===== src/rtl/rc5_pkg.sv =====
`default_nettype none
package rc5_pkg;

  localparam int ROUNDS      = 12;
  localparam int KEY_BYTES   = 16;
  localparam int WORD_W      = 32;
  localparam int TABLE_ROWS  = ROUNDS + 1;
  localparam int TABLE_WORDS = 2 * TABLE_ROWS;
  localparam int KEY_WORDS   = (KEY_BYTES + 3) / 4;
  localparam int MIX_STEPS   = 3 * ((TABLE_WORDS > KEY_WORDS) ? TABLE_WORDS : KEY_WORDS);

  localparam int ROW_W = (TABLE_ROWS > 1) ? $clog2(TABLE_ROWS) : 1;
  localparam int IDX_W = ROW_W + 1;
  localparam int KW_W  = (KEY_WORDS > 1) ? $clog2(KEY_WORDS) : 1;
  localparam int SC_W  = $clog2(MIX_STEPS);

  localparam int CFG_W     = 64;
  localparam int CFG_IDX_W = 1;
  localparam int DATA_W    = 2 * WORD_W;

  localparam logic [CFG_IDX_W-1:0] REG_KEY_LOW  = 1'b0;
  localparam logic [CFG_IDX_W-1:0] REG_KEY_HIGH = 1'b1;

  localparam logic OP_ENCRYPT = 1'b0;
  localparam logic OP_DECRYPT = 1'b1;

  localparam logic [WORD_W-1:0] MAGIC_P = 32'hB7E1_5163;
  localparam logic [WORD_W-1:0] MAGIC_Q = 32'h9E37_79B9;

  typedef enum logic [3:0] {
    DP_NOP,
    DP_SETUP,
    DP_SEED,
    DP_MIX,
    DP_LOAD,
    DP_ENC_INIT,
    DP_ENC_RND,
    DP_DEC_RND,
    DP_DEC_FINAL
  } dp_op_t;

  typedef struct packed {
    dp_op_t             op;
    logic               out_load;
    logic [IDX_W-1:0]   widx;
    logic [KW_W-1:0]    kidx;
    logic [ROW_W-1:0]   rd_row;
  } dp_cmd_t;

endpackage
`default_nettype wire


===== src/rtl/rc5_ram.sv =====
`default_nettype none
module rc5_ram #(
  parameter int WIDTH = 32,
  parameter int DEPTH = 16
) (
  input  wire logic                                        clk,
  input  wire logic                                        we,
  input  wire logic [((DEPTH > 1) ? $clog2(DEPTH) : 1)-1:0] waddr,
  input  wire logic [WIDTH-1:0]                            wdata,
  input  wire logic [((DEPTH > 1) ? $clog2(DEPTH) : 1)-1:0] raddr,
  output logic      [WIDTH-1:0]                            rdata
);

  logic [WIDTH-1:0] mem [DEPTH];

  always_ff @(posedge clk) begin
    if (we) begin
      mem[waddr] <= wdata;
    end
    rdata <= mem[raddr];
  end

endmodule
`default_nettype wire


===== src/rtl/rc5_ctrl.sv =====
`default_nettype none
module rc5_ctrl (
  input  wire logic             clk,
  input  wire logic             rst,
  input  wire logic             s_tvalid,
  output logic                  s_tready,
  input  wire logic             s_tuser,
  output logic                  m_tvalid,
  input  wire logic             m_tready,
  input  wire logic             cfg_we,
  output rc5_pkg::dp_cmd_t      cmd
);
  import rc5_pkg::*;

  typedef enum logic [2:0] {
    ST_SETUP,
    ST_SEED,
    ST_MIX_PRE,
    ST_MIX,
    ST_IDLE,
    ST_RUN,
    ST_DONE
  } state_t;

  state_t           state, state_next;
  logic [IDX_W-1:0] idx, idx_next;
  logic [KW_W-1:0]  kidx, kidx_next;
  logic [SC_W-1:0]  step, step_next;
  logic [ROW_W-1:0] row, row_next;
  logic             dec, dec_next;
  logic             m_tvalid_next;
  logic             out_free;
  logic             accept;
  logic             last;
  logic [IDX_W-1:0] idx_inc;

  assign out_free = !m_tvalid || m_tready;
  assign accept   = s_tvalid && s_tready;
  assign idx_inc  = (idx == IDX_W'(TABLE_WORDS - 1)) ? '0 : idx + 1'b1;
  assign last     = dec ? (row == '0) : (row == ROW_W'(ROUNDS));

  always_comb begin
    state_next    = state;
    idx_next      = idx;
    kidx_next     = kidx;
    step_next     = step;
    row_next      = row;
    dec_next      = dec;
    m_tvalid_next = m_tvalid;
    s_tready      = 1'b0;
    cmd           = '{op: DP_NOP, out_load: 1'b0, widx: idx, kidx: kidx, rd_row: '0};

    if (m_tvalid && m_tready) begin
      m_tvalid_next = 1'b0;
    end

    unique case (state)
      ST_SETUP: begin
        cmd.op     = DP_SETUP;
        idx_next   = '0;
        state_next = ST_SEED;
      end
      ST_SEED: begin
        cmd.op   = DP_SEED;
        idx_next = idx_inc;
        if (idx == IDX_W'(TABLE_WORDS - 1)) begin
          state_next = ST_MIX_PRE;
        end
      end
      ST_MIX_PRE: begin
        cmd.rd_row = idx[IDX_W-1:1];
        step_next  = '0;
        kidx_next  = '0;
        state_next = ST_MIX;
      end
      ST_MIX: begin
        cmd.op     = DP_MIX;
        cmd.rd_row = idx_inc[IDX_W-1:1];
        idx_next   = idx_inc;
        kidx_next  = (kidx == KW_W'(KEY_WORDS - 1)) ? '0 : kidx + 1'b1;
        step_next  = step + 1'b1;
        if (step == SC_W'(MIX_STEPS - 1)) begin
          state_next = ST_IDLE;
        end
      end
      ST_IDLE: begin
        s_tready = 1'b1;
        if (accept) begin
          cmd.op     = DP_LOAD;
          dec_next   = (s_tuser == OP_DECRYPT);
          row_next   = (s_tuser == OP_DECRYPT) ? ROW_W'(ROUNDS) : '0;
          cmd.rd_row = row_next;
          state_next = ST_RUN;
        end
      end
      ST_RUN: begin
        if (dec) begin
          cmd.op     = (row == '0) ? DP_DEC_FINAL : DP_DEC_RND;
          cmd.rd_row = last ? '0 : row - 1'b1;
          row_next   = last ? row : row - 1'b1;
        end else begin
          cmd.op     = (row == '0) ? DP_ENC_INIT : DP_ENC_RND;
          cmd.rd_row = last ? '0 : row + 1'b1;
          row_next   = last ? row : row + 1'b1;
        end
        if (last) begin
          state_next = ST_DONE;
        end
      end
      ST_DONE: begin
        s_tready = out_free;
        if (out_free) begin
          cmd.out_load  = 1'b1;
          m_tvalid_next = 1'b1;
          state_next    = ST_IDLE;
          if (accept) begin
            cmd.op     = DP_LOAD;
            dec_next   = (s_tuser == OP_DECRYPT);
            row_next   = (s_tuser == OP_DECRYPT) ? ROW_W'(ROUNDS) : '0;
            cmd.rd_row = row_next;
            state_next = ST_RUN;
          end
        end
      end
      default: begin
        state_next = ST_SETUP;
      end
    endcase

    if (cfg_we) begin
      state_next = ST_SETUP;
    end
  end

  always_ff @(posedge clk) begin
    if (rst) begin
      state    <= ST_SETUP;
      m_tvalid <= 1'b0;
      idx      <= '0;
      kidx     <= '0;
      step     <= '0;
      row      <= '0;
      dec      <= 1'b0;
    end else begin
      state    <= state_next;
      m_tvalid <= m_tvalid_next;
      idx      <= idx_next;
      kidx     <= kidx_next;
      step     <= step_next;
      row      <= row_next;
      dec      <= dec_next;
    end
  end

  a_no_accept_after_cfg: assert property (@(posedge clk) disable iff (rst)
    cfg_we |=> !s_tready)
    else $error("input accepted right after a key write");

  a_busy_after_accept: assert property (@(posedge clk) disable iff (rst)
    accept |=> !s_tready)
    else $error("second block accepted while a block is in flight");

  a_out_load_free: assert property (@(posedge clk) disable iff (rst)
    cmd.out_load |-> (!m_tvalid || m_tready))
    else $error("result register overwritten while held");

  a_row_range: assert property (@(posedge clk) disable iff (rst)
    (state == ST_RUN) |-> (row <= ROW_W'(ROUNDS)))
    else $error("round row out of range");

endmodule
`default_nettype wire


===== src/rtl/rc5_dp.sv =====
`default_nettype none
module rc5_dp (
  input  wire logic                            clk,
  input  wire logic                            rst,
  input  wire logic [rc5_pkg::DATA_W-1:0]      s_tdata,
  output logic      [rc5_pkg::DATA_W-1:0]      m_tdata,
  input  wire logic                            cfg_we,
  input  wire logic [rc5_pkg::CFG_IDX_W-1:0]   cfg_idx,
  input  wire logic [rc5_pkg::CFG_W-1:0]       cfg_data,
  input  wire rc5_pkg::dp_cmd_t                cmd
);
  import rc5_pkg::*;

  localparam logic [2*CFG_W-1:0] KEY_MASK = {(2 * CFG_W){1'b1}} >> (2 * CFG_W - 8 * KEY_BYTES);

  function automatic logic [WORD_W-1:0] rotl(input logic [WORD_W-1:0] v, input logic [4:0] n);
    logic [2*WORD_W-1:0] t;
    t = {v, v} << n;
    return t[2*WORD_W-1:WORD_W];
  endfunction

  function automatic logic [WORD_W-1:0] rotr(input logic [WORD_W-1:0] v, input logic [4:0] n);
    logic [2*WORD_W-1:0] t;
    t = {v, v} >> n;
    return t[WORD_W-1:0];
  endfunction

  logic [CFG_W-1:0]   key_low;
  logic [CFG_W-1:0]   key_high;
  logic [2*CFG_W-1:0] key_full;
  logic [WORD_W-1:0]  kw [KEY_WORDS];
  logic [WORD_W-1:0]  sa, sb, seed_acc;
  logic [WORD_W-1:0]  wa, wb;
  logic [WORD_W-1:0]  out_a, out_b;

  logic [WORD_W-1:0]  rd_even, rd_odd;
  logic [WORD_W-1:0]  s_cur;
  logic [WORD_W-1:0]  mix_a, mix_ab, mix_b;
  logic [WORD_W-1:0]  enc_a, enc_b, dec_a, dec_b;
  logic [WORD_W-1:0]  ram_wdata;
  logic               ram_we, we_even, we_odd;

  assign key_full = {key_high, key_low} & KEY_MASK;

  assign s_cur  = cmd.widx[0] ? rd_odd : rd_even;
  assign mix_a  = rotl(s_cur + sa + sb, 5'd3);
  assign mix_ab = mix_a + sb;
  assign mix_b  = rotl(kw[cmd.kidx] + mix_ab, mix_ab[4:0]);

  assign enc_a = rotl(wa ^ wb, wb[4:0]) + rd_even;
  assign enc_b = rotl(wb ^ enc_a, enc_a[4:0]) + rd_odd;
  assign dec_b = rotr(wb - rd_odd, wa[4:0]) ^ wa;
  assign dec_a = rotr(wa - rd_even, dec_b[4:0]) ^ dec_b;

  assign ram_we    = (cmd.op == DP_SEED) || (cmd.op == DP_MIX);
  assign ram_wdata = (cmd.op == DP_SEED) ? seed_acc : mix_a;
  assign we_even   = ram_we && !cmd.widx[0];
  assign we_odd    = ram_we && cmd.widx[0];

  rc5_ram #(.WIDTH(WORD_W), .DEPTH(TABLE_ROWS)) u_ram_even (
    .clk   (clk),
    .we    (we_even),
    .waddr (cmd.widx[IDX_W-1:1]),
    .wdata (ram_wdata),
    .raddr (cmd.rd_row),
    .rdata (rd_even)
  );

  rc5_ram #(.WIDTH(WORD_W), .DEPTH(TABLE_ROWS)) u_ram_odd (
    .clk   (clk),
    .we    (we_odd),
    .waddr (cmd.widx[IDX_W-1:1]),
    .wdata (ram_wdata),
    .raddr (cmd.rd_row),
    .rdata (rd_odd)
  );

  always_ff @(posedge clk) begin
    if (rst) begin
      key_low  <= '0;
      key_high <= '0;
    end else if (cfg_we) begin
      unique case (cfg_idx)
        REG_KEY_LOW:  key_low  <= cfg_data;
        REG_KEY_HIGH: key_high <= cfg_data;
        default: ;
      endcase
    end
  end

  always_ff @(posedge clk) begin
    unique case (cmd.op)
      DP_SETUP: begin
        sa       <= '0;
        sb       <= '0;
        seed_acc <= MAGIC_P;
        for (int k = 0; k < KEY_WORDS; k++) begin
          kw[k] <= key_full[k*WORD_W +: WORD_W];
        end
      end
      DP_SEED: begin
        seed_acc <= seed_acc + MAGIC_Q;
      end
      DP_MIX: begin
        sa           <= mix_a;
        sb           <= mix_b;
        kw[cmd.kidx] <= mix_b;
      end
      DP_LOAD: begin
        wa <= s_tdata[WORD_W-1:0];
        wb <= s_tdata[DATA_W-1:WORD_W];
      end
      DP_ENC_INIT: begin
        wa <= wa + rd_even;
        wb <= wb + rd_odd;
      end
      DP_ENC_RND: begin
        wa <= enc_a;
        wb <= enc_b;
      end
      DP_DEC_RND: begin
        wa <= dec_a;
        wb <= dec_b;
      end
      DP_DEC_FINAL: begin
        wa <= wa - rd_even;
        wb <= wb - rd_odd;
      end
      default: ;
    endcase
    if (cmd.out_load) begin
      out_a <= wa;
      out_b <= wb;
    end
  end

  assign m_tdata = {out_b, out_a};

endmodule
`default_nettype wire


===== src/rtl/rc5_block_cipher_top.sv =====
// RC5-32/12/16 block cipher, ECB, one 64-bit block per transfer.
// Input stream: s_tdata carries the block words, s_tuser selects encrypt (0)
// or decrypt (1). Output stream: m_tdata carries the result words.
// Key: two 64-bit registers written through cfg_we/cfg_idx/cfg_data
// (index 0 key bytes 0-7, index 1 key bytes 8-15, byte 0 in the low bits).
// Every key write, and reset, starts the key schedule: a setup step,
// seeding of the 26-word subkey table, a prefetch step and 78 mixing
// steps, with s_tready low until it completes.
// Reset clears both key registers, so the all-zero key is scheduled.
// A block is loaded at its input transfer, walks the 13 subkey rows on the
// round unit (one full round per cycle, subkey pairs read from two 13-word
// RAMs), then is copied into the output register once that register is
// free, and m_tvalid rises as it is registered. No block is taken while
// one is on the round unit; the next is taken in the cycle the result is registered.
// A held result does not stop the next block from being taken; if the
// receiver still stalls when that block finishes, the block waits in the
// working registers and s_tready stays low until m_tready frees the
// output register.
`default_nettype none
module rc5_block_cipher_top (
  input  wire logic                            clk,
  input  wire logic                            rst,
  input  wire logic                            s_tvalid,
  output logic                                 s_tready,
  input  wire logic [rc5_pkg::DATA_W-1:0]      s_tdata,  // word_a[31:0], word_b[63:32]
  input  wire logic                            s_tuser,  // opcode[0]
  output logic                                 m_tvalid,
  input  wire logic                            m_tready,
  output logic      [rc5_pkg::DATA_W-1:0]      m_tdata,  // out_a[31:0], out_b[63:32]
  input  wire logic                            cfg_we,
  input  wire logic [rc5_pkg::CFG_IDX_W-1:0]   cfg_idx,
  input  wire logic [rc5_pkg::CFG_W-1:0]       cfg_data
);
  import rc5_pkg::*;

  dp_cmd_t cmd;

  rc5_ctrl u_ctrl (
    .clk      (clk),
    .rst      (rst),
    .s_tvalid (s_tvalid),
    .s_tready (s_tready),
    .s_tuser  (s_tuser),
    .m_tvalid (m_tvalid),
    .m_tready (m_tready),
    .cfg_we   (cfg_we),
    .cmd      (cmd)
  );

  rc5_dp u_dp (
    .clk      (clk),
    .rst      (rst),
    .s_tdata  (s_tdata),
    .m_tdata  (m_tdata),
    .cfg_we   (cfg_we),
    .cfg_idx  (cfg_idx),
    .cfg_data (cfg_data),
    .cmd      (cmd)
  );

endmodule
`default_nettype wire

===== config.mk =====
export PLATFORM = sky130hd
export DESIGN_NAME = rc5_block_cipher_top
export DESIGN_NICKNAME = d
export VERILOG_FILES = /design/src/rtl/rc5_pkg.sv /design/src/rtl/rc5_ram.sv /design/src/rtl/rc5_ctrl.sv /design/src/rtl/rc5_dp.sv /design/src/rtl/rc5_block_cipher_top.sv
export SDC_FILE = /design/constraint.sdc
export NUM_CORES = 2
export LEC_CHECK = 0
export BUFFER_PORTS_ARGS = -buffer_cell sky130_fd_sc_hd__buf_2
export CAP_MARGIN = 40
export CELL_PAD_IN_SITES_DETAIL_PLACEMENT = 1
export CELL_PAD_IN_SITES_GLOBAL_PLACEMENT = 1
export CORE_ASPECT_RATIO = 0.6
export CORE_MARGIN = 4
export CORE_UTILIZATION = 48
export CTS_CLUSTER_DIAMETER = 100
export DETAILED_ROUTE_END_ITERATION = 10
export GPL_TIMING_DRIVEN = 0
export HOLD_SLACK_MARGIN = 0.03
export PLACE_DENSITY = 0.72
export SYNTH_ARGS = -nofsm -noshare
export SYNTH_HDL_FRONTEND = slang
export SYNTH_HIERARCHICAL = 1
export SYNTH_SLANG_ARGS = --single-unit
export TNS_END_PERCENT = 1

===== constraint.sdc =====
create_clock -name clk -period 12.51 [get_ports clk]
set_input_delay 1.251 -clock clk [delete_from_list [all_inputs] [get_ports clk]]
set_output_delay 1.251 -clock clk [all_outputs]
set_load 0.01 [all_outputs]

## Word-level counts from Yosys, hierarchy flattened

Memories as Yosys holds them, arrays and structs flattened. A register that Yosys moved wholly into a read port is not among the register bits.
Cells that the tools add are included.

- Register bits: 375
- Bits in latches: 0
- Memory bits (writable): 960
- ROM bits: 0
- Bits of input ports: 135
- Word-level logic and storage cells: 154
- Memories kept: 3

- $add $sub $neg: 16
- $mul: 0
- Div/mod/pow operators: 0
- Order comparisons: 0
- Equality and inequality tests: 24
- Shifts and indexed selects: 5
- Muxes and demuxes: 60
- Bitwise operators: 5
- Reduce and logical (&&, ||, !) cells: 25

Memory list:

| memory | depth | bits a word | read ports | clocked after memory_dff | write ports | line | source |
|---|---|---|---|---|---|---|---|
| u_dp.u_ram_even.mem | 13 | 32 | 1 | 1 | 1 | rc5_ram.sv:14 | `logic [WIDTH-1:0] mem [DEPTH];` |
| u_dp.u_ram_odd.mem | 13 | 32 | 1 | 1 | 1 | rc5_ram.sv:14 |  |
| u_dp.kw | 4 | 32 | 1 | 1 | 4 | rc5_dp.sv:31 | `logic [WORD_W-1:0] kw [KEY_WORDS];` |

Operators with widths:

| kind | count |
|---|---|
| case mux 32 bit (5 select lines) | 2 |
| adder 32 bit | 8 |
| case mux 32 bit (2 select lines) | 3 |
| << shifter 64 x 5 -> 64 bit | 3 |
| >> shifter 64 x 5 -> 32 bit | 2 |
| bitwise XOR 32 bit | 4 |
| two-way mux 32 bit | 3 |
| subtractor 32 bit | 2 |
| two-way mux 4 bit | 13 |
| adder 32 bit (second input constant) | 1 |
| OR reduction 32 bit | 1 |
| case mux 4 bit (6 select lines) | 1 |
| case mux 3 bit (7 select lines) | 1 |
| case mux 4 bit (5 select lines) | 1 |
| two-way mux 3 bit | 6 |
| two-way mux 1 bit | 17 |
| equality test 4 x 3 -> 1 bit (second input constant) | 4 |
| case mux 7 bit (2 select lines) | 1 |
| case mux 4 bit (3 select lines) | 1 |
| two-way mux 2 bit | 5 |
| two-way mux 5 bit | 2 |
| inequality test 2 x 1 -> 1 bit (second input constant) | 5 |
| case mux 5 bit (2 select lines) | 1 |
| nonzero test 2 bit | 5 |
| other kinds (29) | 43 |

## Logic depth before layout (Yosys ltp)

- Depth in word-level cells: 12
- Mapped depth: 54
- Depth with buffers taken out: 52

## By module

The synthesis kept the hierarchy.

Modules (own cells, without submodules):

| module | instances | cells each | area an instance (µm²) |
|---|---|---|---|
| rc5_dp | 1 | 5643 | 46706.0 |
| rc5_ram | 2 | 700 | 16507.1 |
| rc5_ctrl | 1 | 197 | 1574.0 |

## Least setup slack after synthesis

OpenSTA, ideal clock, no wires.

- Path kind: register to register
- Start point: register u_ctrl.idx[0]
- End point: memory u_dp.kw[3][25] (data pin)
- Library setup time: 0.270 ns
- Arrival time: 11.165 ns
- Required time: 12.240 ns
- Path slack: 1.074 ns
- Cell stages (with the launch flop): 54
- Buffers on the path: 2
- Period minus slack after synthesis: 11.436 ns
- Cells stage by stage: dfxtp_1 clkbuf_1 clkbuf_1 mux2i_1 fa_1 inv_1 ha_1 fa_1 a21o_1 a21oi_1 o21bai_1 a21oi_1 o21ba_2 o21ai_0 a21o_1 a21o_1 a2111oi_0 a211o_1 [... 18 more ...] o21ai_0 inv_1 a21oi_1 nor2b_1 o21ai_0 a211oi_1 ha_1 nor3_1 nand2_1 o311a_1 a2111o_1 and3_1 o32a_1 mux4_2 and2_1 o311a_1 a21oi_1 a21oi_1

RTL lines:

| item | line | source |
|---|---|---|
| from (decl) | rc5_ctrl.sv:26 | `logic [IDX_W-1:0] idx, idx_next;` |
| from (signal assigned) | rc5_ctrl.sv:147 | `idx <= idx_next;` |
| to (decl) | rc5_dp.sv:31 |  |

## Worst setup path after layout

- Start point: register u_dp.wa[0]
- End point: register u_dp.wb[28] (data pin)

- Word-level cells in the longest chain between the ends: 7

RTL lines:

| item | line | source |
|---|---|---|
| from (decl) | rc5_dp.sv:33 | `logic [WORD_W-1:0] wa, wb;` |
| from (signal assigned) | rc5_dp.sv:110 | `wa <= s_tdata[WORD_W-1:0];` |
| from (signal assigned) | rc5_dp.sv:114 | `wa <= wa + rd_even;` |
| from (signal assigned) | rc5_dp.sv:118 | `wa <= enc_a;` |
| bitwise XOR 32 bit | rc5_dp.sv:50 | `assign enc_a = rotl(wa ^ wb, wb[4:0]) + rd_even;` |
| << shifter 64 x 5 -> 64 bit | rc5_dp.sv:18 | `t = {v, v} << n;` |
| adder 32 bit | rc5_dp.sv:50 |  |
| bitwise XOR 32 bit | rc5_dp.sv:51 | `assign enc_b = rotl(wb ^ enc_a, enc_a[4:0]) + rd_odd;` |
| << shifter 64 x 5 -> 64 bit | rc5_dp.sv:18 |  |
| adder 32 bit | rc5_dp.sv:51 |  |
| case mux 32 bit (5 select lines) * | rc5_dp.sv:92 | `unique case (cmd.op)` |
| to (signal assigned) | rc5_dp.sv:111 | `wb <= s_tdata[DATA_W-1:WORD_W];` |
| to (signal assigned) | rc5_dp.sv:115 | `wb <= wb + rd_odd;` |
| to (signal assigned) | rc5_dp.sv:119 | `wb <= enc_b;` |
| to (decl) | rc5_dp.sv:33 |  |

Every way passes the cells marked *; elsewhere a longest branch is shown, timed or not.
A chain may end at the register's enable or synchronous reset.

==> metrics.txt <==
status=complete, no violations; Final Util=55.7%; Post-Synth Simple-Gate Area=~11%; Critical Path RT=13.02 ns; Die ar.=0.176 mm2; Die Ht=327 um; pin count of the biggest net entering global routing=62; EDFF count, synth=about 1200; actual slew at the worst max-slew pin=1.27 ns; largest family of logic cells by synthesized area=compound AO/OA/AOI/OAI gates; compound-gate portion of the synthesized area=14.8%; FF-to-FF path depth=50; crit path time final=12.40 ns; Worst Path Arrival=12.91 ns; Yosys warnings=6; #FFs+latches synth=roughly 1400; grt ovf=0; met1 WL=154000 um; area share of the leading cell type in the synthesized netlist=43.7%; synth top area cells=edfxtp_1 (44%), dfxtp_1 (5.3%), mux4_2 (5.3%), mux2i_1 (4.1%), a21oi_1 (4.0%); Num CTS Buffers=143; Max Used Layer=met5; min-delay src=u_dp/key_low[25]$_SDFFE_PP0P_; Final Worst Setup Slack=0.115 ns; Synth Cell Area=0.0813 mm2; CTS max path bufs=4; Final ANT Viol Nets=0; crit-path max FO=21; CTS Hold Bufs=0; vias in the first global route=68400; footprint of the multi-input gates=0.0398 mm2; register area share after synthesis=49.0%; multiplexer share of the synthesized area=13.0%; Slew Limit Fails=0; Design Area, Final=~0.093 mm2; Syn Inst Count=7240; I/O Pins=201; Min-Delay Path Depth=2; Worst path max stage delay=roughly 0.76 ns; Post-Synth Adder-Cell Area=4.93%; Final GP Congestion=1.07; CP startpoint kind=flop; Avg Cell Area, Syn=11.2 um2; DR WL met2=154000 um; Slew HR=between 15 and 20%; slowest CP cell=xnor2_1; nets@finish=8233; CP Buf/Inv Count=8; HPWL Detailed=293000 um; All-Layer GR Usage=41.5%; FMAX=80.7 MHz; Post-Synth XOR/XNOR Area=3.95%; synth-to-layout area growth=14.8%; Core ar.=0.167 mm2; Starting Density=48.5%; CTS tree=built; crit path capture type=flop; 1st-pass router iterations=7; worst reg2reg path startpoint=u_dp/wa[0]$_DFFE_PP_; most common cell in the netlist=edfxtp_1; htree depth=4; net count after synthesis=7672; total wire length=376000 um; first-pass GRT wire length=523000 um; Setup Skew=about 0.08 ns; dpl ws=-3.74 ns; vias=70300; reg-to-reg endpoint=u_dp/wb[28]$_DFFE_PP_; hold crit path type=reg -> reg; hold violation count in the final report=0; port buffer count=200; flop2flop setup slack=0.11 ns; Vias/cell=6.91; Max-cap violations=0; initial antenna violation count=39; Sequential cell area=0.0399 mm2; Final Cycle Share=99.1%; clock-pin slew on the worst setup and hold paths=0.07 ns; filler instances=17600; ratio of cells with drive above 1 in the final layout=approximately 16%; Met3 Wirelength=just over 50000 um; clock latency at the later pin of the worst-skew pair=around 0.84 ns; Async S/R FF share, synth=0%; Root Driver=clkbuf_16; DR DRC count=0; Top FF cell, synth=edfxtp_1; CP top delay family=compound AO/OA/AOI/OAI gates; Area after DPL=~0.09 mm2; Die X-Extent=539 um; WHS=0.461 ns; Setup Crit Path Kind=reg -> reg; Hold EP=u_dp/key_low[25]$_SDFFE_PP0P_; initial DRC count=11000; Distinct cells, synth=approximately 120; Yosys top cell by area=edfxtp_1; Setup violations, final=0; Sink Count=1399; most frequent cells after synthesis=edfxtp_1 (1184), nand2_1 (753), a21oi_1 (657); FP Rows=roughly 120; DR WL/cell=37.0 um
[logic make-up (layout without fill, tap and decap cells)]
logic type	Yosys count	in the layout
and+or+nand+nor	1981	1981
AOI/OAI and AO/OA	1885	1885
DFF	1399	1399
muxes	681	681
buffers and inverters	643	1310
xor gates and xnor gates	354	354
adders and majority gates	297	297
other	0	15
[worst register-to-register path, delay by kind of cell (launching register included)]
kind / cells / cell delay, ns
adder cells (fa/ha/maj): 3 / 0.69
XOR/XNOR: 3 / 1.18
AND/OR/NAND/NOR: 5 / 0.56
AO/OA/AOI/OAI: 31 / 7.28
buffers and inverters: 8 / 1.84
flip-flops: 1 / 0.59
[sequential cells by signal, indices dropped and copies added (netlist names), 5 cells and up]
register,flops
u_dp/u_ram_even/mem,416
u_dp/u_ram_odd/mem,416
u_dp/kw,128
u_dp/key_high,64
u_dp/key_low,64
u_dp/out_a,32
u_dp/out_b,32
u_dp/sa,32
u_dp/sb,32
u_dp/seed_acc,32
u_dp/u_ram_even/rdata,32
u_dp/u_ram_odd/rdata,32
u_dp/wa,32
u_dp/wb,32
u_ctrl/step,7
u_ctrl/idx,5
[through the flow]
stage	instances	TNS, ns
final	10200	0
after global routing	10100	-0.0930
after CTS	10100	-0.270
after detailed placement	9862	-607.47
after global placement	9682	-537.00
after floorplan	7240	0
[area by class of cell]
type,instances,share of cell area [%]
diodes,15,0.0402
plain buffers,424,2.08
clock buffers,195,4.23
clock inverters,56,0.622
inverters,208,0.850
multi-input cells,5198,42.7
flip-flops and latches,1399,42.7
well taps,2242,3.01
repair buffers,426,3.78
repair inverters,1,0.00536
[per-layer routing]
layer,track usage [%],up-vias
met5,0.0812,-
met4,14.7,16
met3,13.5,749
met2,58.2,4916
met1,60.0,36000
li1,-,28600
[cell usage in the layout, fill, tap and decap left out, types with 55 or more instances in the layout]
master,n
o21ai_0,329
mux2i_1,331
nor3_1,112
xnor2_1,214
edfxtp_1,1184
nor2_1,614
o21a_1,68
ha_1,252
clkbuf_16,145
mux2_2,74
a21o_1,85
xor2_1,121
buf_4,118
clkbuf_1,324
nand2_1,746
dfxtp_1,212
mux4_1,80
inv_1,194
buf_2,270
a21oi_1,631
mux4_2,191
o22ai_1,95
buf_6,55
nand2b_1,60
nand3_1,93
[worst max path at each step]
stage                          startpoint                       end  slack [ns]  cells after the start
2_1_floorplan  u_ctrl/idx[0]$_SDFFE_PP0P_  u_dp/kw[3][25]$_DFFE_PP_        1.07                     53
3_3_place_gp         u_dp/wa[1]$_DFFE_PP_     u_dp/wb[26]$_DFFE_PP_       -3.73                     51
3_5_place_dp   u_ctrl/idx[0]$_SDFFE_PP0P_   u_dp/kw[2][4]$_DFFE_PP_       -3.74                     53
4_1_cts        u_ctrl/idx[0]$_SDFFE_PP0P_  u_dp/kw[3][26]$_DFFE_PP_       -0.04                     57
5_1_grt        u_ctrl/idx[0]$_SDFFE_PP0P_  u_dp/kw[2][26]$_DFFE_PP_       -0.03                     55
6_report             u_dp/wa[0]$_DFFE_PP_     u_dp/wb[28]$_DFFE_PP_        0.11                     50
[timing repair]
action                                  CTS  global route
cloned                                    1             0
buffers inserted                         12            20
resized for setup                       123            77
endpoints found under the setup margin  191           174
pin swaps                                16            33
Power is left out: the tool's default activity adds up to more than one toggle a clock period on the data nets, which glitch-free logic cannot reach.
